`src/hdl/csc_isqrt.sv`:
```
module csc_isqrt (
    input  logic        i_clk,
    input  logic        i_en,
    input  logic [47:0] i_val,
    output logic [23:0] o_root,
    output logic [48:0] o_rem
);
    localparam int RTW = 24;
    localparam int RMW = 49;

    logic [RTW-1:0] r_root [RTW];
    logic [RMW-1:0] r_rem  [RTW];

    // One root bit per stage, most significant first; the remainder is n - root^2.
    for (genvar k = 0; k < RTW; k++) begin : g_stage
        localparam int J = RTW - 1 - k;
        logic [RTW-1:0] root_in;
        logic [RMW-1:0] rem_in;
        logic [RMW-1:0] trial;

        if (k == 0) begin : g_first
            assign root_in = '0;
            assign rem_in  = {1'b0, i_val};
        end else begin : g_next
            assign root_in = r_root[k-1];
            assign rem_in  = r_rem[k-1];
        end

        assign trial = ({{(RMW-RTW){1'b0}}, root_in} << (J + 1)) + (RMW'(1) << (2 * J));

        always_ff @(posedge i_clk) begin
            if (i_en) begin
                if (rem_in >= trial) begin
                    r_rem[k]  <= rem_in - trial;
                    r_root[k] <= root_in | (RTW'(1) << J);
                end else begin
                    r_rem[k]  <= rem_in;
                    r_root[k] <= root_in;
                end
            end
        end
    end

    assign o_root = r_root[RTW-1];
    assign o_rem  = r_rem[RTW-1];
endmodule

```
`config.mk`:
```
export PLATFORM = sky130hd
export DESIGN_NAME = csc_isqrt
export DESIGN_NICKNAME = d
export VERILOG_FILES = /design/src/hdl/csc_isqrt.sv
export SDC_FILE = /design/constraint.sdc
export NUM_CORES = 2
export LEC_CHECK = 0
export BUFFER_PORTS_ARGS = -buffer_cell sky130_fd_sc_hd__buf_2
export CORE_MARGIN = 2
export CORE_UTILIZATION = 60
export CTS_BUF_LIST = sky130_fd_sc_hd__clkbuf_4
export DETAILED_ROUTE_END_ITERATION = 8
export PLACE_DENSITY = 0.77
export SYNTH_ARGS = -nofsm -noshare
export SYNTH_HDL_FRONTEND = slang
export SYNTH_SLANG_ARGS = --single-unit
```
`constraint.sdc`:
```
create_clock -name i_clk -period 9.7 [get_ports i_clk]
set_clock_uncertainty 0.1 [all_clocks]
set_input_delay 1.455 -clock i_clk [delete_from_list [all_inputs] [get_ports i_clk]]
set_output_delay 1.455 -clock i_clk [all_outputs]
set_load 0.05 [all_outputs]
```
# Word level (Yosys, flattened, before mapping)

Memories as Yosys holds them, arrays and structs flattened.
Cells that the tools add are included.

Bits of input ports: 50
Memories kept: 2
Memory bits (writable): 1752
Output and inout port bits: 73
Logic and storage cells: 313
Register bits after elaboration: 0

Add/sub/neg operators: 47
Order comparisons: 24
Multiplexer cells: 192
Bitwise gates (word level): 48

Memory list:

| name   | words | width | rd ports | clocked after Yosys merged registers in | wr ports | line | source |
|---|---|---|---|---|---|---|---|
| r_rem  | 24    | 49    | 24       | 0                                       | 24       | 12   | `logic [RMW-1:0] r_rem [RTW];` |
| r_root | 24    | 24    | 24       | 0                                       | 24       | 11   | `logic [RTW-1:0] r_root [RTW];` |

Operator list:

| kind                                                           | count |
|---|---|
| 49-bit 2-to-1 mux                                              | 24 |
| 24-bit 2-to-1 mux                                              | 24 |
| 1-bit 2-to-1 mux                                               | 144 |
| 49-bit by 26-bit greater-or-equal comparator with 1-bit output | 1 |
| 49-bit by 27-bit greater-or-equal comparator with 1-bit output | 1 |
| 49-bit by 28-bit greater-or-equal comparator with 1-bit output | 1 |
| 49-bit by 29-bit greater-or-equal comparator with 1-bit output | 1 |
| 49-bit by 30-bit greater-or-equal comparator with 1-bit output | 1 |
| 49-bit by 31-bit greater-or-equal comparator with 1-bit output | 1 |
| 49-bit by 32-bit greater-or-equal comparator with 1-bit output | 1 |
| 49-bit by 33-bit greater-or-equal comparator with 1-bit output | 1 |
| 49-bit by 34-bit greater-or-equal comparator with 1-bit output | 1 |
| 49-bit by 35-bit greater-or-equal comparator with 1-bit output | 1 |
| 49-bit by 36-bit greater-or-equal comparator with 1-bit output | 1 |
| 49-bit by 37-bit greater-or-equal comparator with 1-bit output | 1 |
| 49-bit by 38-bit greater-or-equal comparator with 1-bit output | 1 |
| 49-bit by 39-bit greater-or-equal comparator with 1-bit output | 1 |
| 49-bit by 40-bit greater-or-equal comparator with 1-bit output | 1 |
| 49-bit by 41-bit greater-or-equal comparator with 1-bit output | 1 |
| 49-bit by 42-bit greater-or-equal comparator with 1-bit output | 1 |
| 49-bit by 43-bit greater-or-equal comparator with 1-bit output | 1 |
| 49-bit by 44-bit greater-or-equal comparator with 1-bit output | 1 |
| 49-bit by 45-bit greater-or-equal comparator with 1-bit output | 1 |
| 49-bit by 46-bit greater-or-equal comparator with 1-bit output | 1 |
| 51 further kinds                                               | 98 |

# Depth between registers and ports, before layout

An unclocked memory read counts as a cell.

Depth in word-level cells: 7
Depth in mapped cells: 14
Gate-level depth less buffers: 12

# Least setup slack after synthesis

No wires, ideal clock.

Path type: in2reg
Start point: input i_en
End point: memory r_rem[18][2], in the netlist r_rem[2][100], enable pin
Stages: 3
Buffers on the path: 3
Required time: 9.150 ns
Slack: 5.274 ns
Library setup time: 0.450 ns
Arrival: 3.876 ns
Cell sequence: clkbuf_1 -> clkbuf_1 -> clkbuf_1

RTL lines:

| element            | line | source |
|---|---|---|
| start: declaration | 3    | `input logic i_en,` |
| end: declaration   | 12   |  |

==> impl_metrics.env <==
export IMPL_layout_common_cells="1476 x edfxtp_1, 526 x clkbuf_4, 419 x nand2_1, 393 x inv_1, 324 x ha_1"
export IMPL_cts_resized=0
export IMPL_routed_wl_microns=166000
export IMPL_place_congestion=0.946
export IMPL_layout_drive_gt1_share=0.129
export IMPL_met2_usage=0.503
export IMPL_relSlewSlack=0.252
export IMPL_leakage_nw=29.7
export IMPL_synth_top_area_frac=0.621
export IMPL_place_ws_ns=4.76
export IMPL_fmax_ghz=0.219
export IMPL_clock_sinks=1476
export IMPL_rsz0062_at_grt="no"
export IMPL_synth_warnings=0
export IMPL_fp_dieArea_sq_mm=0.122
export IMPL_ys_ff_latch=1476
export IMPL_rows=126
export IMPL_overflow=0
export IMPL_grt_max_degree=200
export IMPL_finalHoldViolCount=0
export IMPL_status="finished clean"
export IMPL_initial_core_util=0.605
export IMPL_cts_clk_slew_worst_paths_ns=0.07
export IMPL_ff2ff_path_depth=9
export IMPL_layout_cells_non_filler=7902
export IMPL_endpoint_kind="flop"
export IMPL_report_final_slew_viol_count=0
export IMPL_synth_distinct_cells=104
export IMPL_clk_insertion_delay_late_ns=1.32
export IMPL_syn_mean_instance_area_sq_um=12.6
export IMPL_die_w_microns=349
export IMPL_post_cts_buffers=0
export IMPL_power_density_mw_per_mm2=215
export IMPL_busiest_layer="met2"
export IMPL_use_met3=0.0442
export IMPL_syn_num_nets=6064
export IMPL_fin_crit_ns=4.57
export IMPL_vdd_drop_max_uv=157
export IMPL_grt_pass1_vias=47300
export IMPL_synth_area_top_cells="edfxtp_1 62%, ha_1 5.7%, xnor2_1 3.4%"
export IMPL_syn_area_sq_mm=0.0714
export IMPL_critPathLaunchType="flop"
export IMPL_critPathRequiredTime_ns=10.63
export IMPL_critPathMaxFanout=19
export IMPL_synth_main_ff_cell="edfxtp_1"
export IMPL_coreArea_sq_mm=0.118
export IMPL_area_growth_syn_to_layout_pct=9.64
export IMPL_final_period_utilization=0.471
export IMPL_h_tree_depth=5
export IMPL_clockRootBuffer="clkbuf_4"
export IMPL_hold_buffers=0
export IMPL_wire_per_inst_microns=21.0
export IMPL_use_met1=0.284
export IMPL_hold_path_class="in2reg"
export IMPL_finalSetupViolations=0
export IMPL_drc=0
export IMPL_worst_slew_pin_slew_ns=1.12
export IMPL_whs_path_depth=1
export IMPL_final_common_cell="edfxtp_1"
export IMPL_antenna_found_initial=2
export IMPL_synth_top_cell_by_area="edfxtp_1"
export IMPL_io_pins=123
export IMPL_critPathKind="reg2reg"
export IMPL_dr_pass1_iters=6
export IMPL_via_count=47200
export IMPL_arrival_ns=5.50
export IMPL_port_buffers=122
export IMPL_cts_buffers=379
export IMPL_synth_edf_count=1476
export IMPL_cts_buffer_depth=4
export IMPL_grt_first_pass_wirelength_microns=255000
export IMPL_ant_nets=0
export IMPL_dp_cells=7250
export IMPL_dp_hpwl_microns=123000
export IMPL_avgViaCountPerCell=5.97
export IMPL_die_h_microns=349
export IMPL_drt_iter0_markers=3979
export IMPL_fin_hold_ws_ns=0.271
export IMPL_grt_usage=0.272
export IMPL_cap_violations=0
export IMPL_nets=6469
export IMPL_fin_ws_ns=5.13
export IMPL_synthArstFlopShare=0
export IMPL_syn_inst=5690
export IMPL_ys_seq_area_frac=0.621
export IMPL_cts_tree="built"
export IMPL_tns_ns=0
layout make-up:
cell class | instances | area (sq um)
sequential | 1476 | 44300
fill | 8533 | 39800
multi-input combinational | 3687 | 25200
clock buffer | 526 | 3950
tap | 1536 | 1920
inverter | 395 | 1480
timing repair buffer | 156 | 943
clock inverter | 118 | 495
antenna | 8 | 20.0
logic make-up after synthesis:
group,Yosys count,synth area share
simple gates,1738,0.129
flops,1476,0.621
compound gates,1036,0.0915
xor+xnor,541,0.0665
buf+inv,527,0.0284
fa+ha+maj,324,0.0568
mux,48,0.00741
flip-flops by register name, indices dropped and copies added, names as in the netlist:
register,count
r_rem,1176
r_root,300
path summary, 6_finish.rpt:
| path | from | end | slack (ns) |
|---|---|---|---|
| max | r_rem[0][314]$_DFFE_PP_ | r_rem[0][391]$_DFFE_PP_ | 5.13 |
| min | i_val[22] | r_rem[0][22]$_DFFE_PP_ | 0.27 |
| max reg2reg | r_rem[0][314]$_DFFE_PP_ | r_rem[0][391]$_DFFE_PP_ | 5.13 |
| min reg2reg | r_rem[1][10]$_DFFE_PP_ | r_rem[1][59]$_DFFE_PP_ | 0.30 |
cell usage after synthesis, drive strengths merged, types with 9 or more instances:
library cell and instances:
nand2 420, a21boi 10, mux2 39, o211ai 15, nand3b 26, nand4 85, mux2i 9, a211oi 31
nand3 106, nand4b 12, a21oi 261, inv 394, nor2b 50, clkbuf 101, a21o 118, ha 324
buf 31, and4 12, or3 75, and2 21, nor4b 30, o21a 47, and3 26, o31ai 25
o21ai 337, nor3b 9, nor3 151, nor2 309, o41ai 14, a31oi 30, xor2 261, nor4 213
o21bai 23, o31a 11, a2111oi 12, nand2b 94, and4b 9, edfxtp 1476, or4 48, xnor2 280
or2 22
power by group:
| group | internal [mW] | switching, mW | total (mW) | leakage, nW |
|---|---|---|---|---|
| sequential | 8.01 | 0.615 | 8.62 | 14.2 |
| clock | 2.52 | 2.44 | 4.96 | 2.66 |
| combinational | 1.28 | 2.00 | 3.28 | 12.9 |
stage by stage:
stage	area [sq um]	util	power [mW]
6_report	78300	0.663	16.9
5_1_grt	78300	0.663	17.7
4_1_cts	78300	0.663	17.0
3_5_place_dp	73800	0.625	12.0
3_3_place_gp	73800	0.625	11.9
2_1_floorplan	71400	-	11.0
metal layers:
layer / wire (microns) / up-vias
met2: 88500 / 1635
met4: 10600 / 0
met5: 0 / -
li1: - / 22400
met3: 7940 / 534
met1: 59100 / 22600
worst max-delay path, cell delays in order, from the launching register on:
cell and delay (ns):
edfxtp_1 0.41, nor4_1 0.94, nand4_1 0.48, nor4_1 0.40, buf_4 0.24, a21oi_1 0.09, and3b_1 0.44, a2111oi_1 0.88
nand2_1 0.16, xnor2_1 0.16
(Power assumes the default switching activity.)
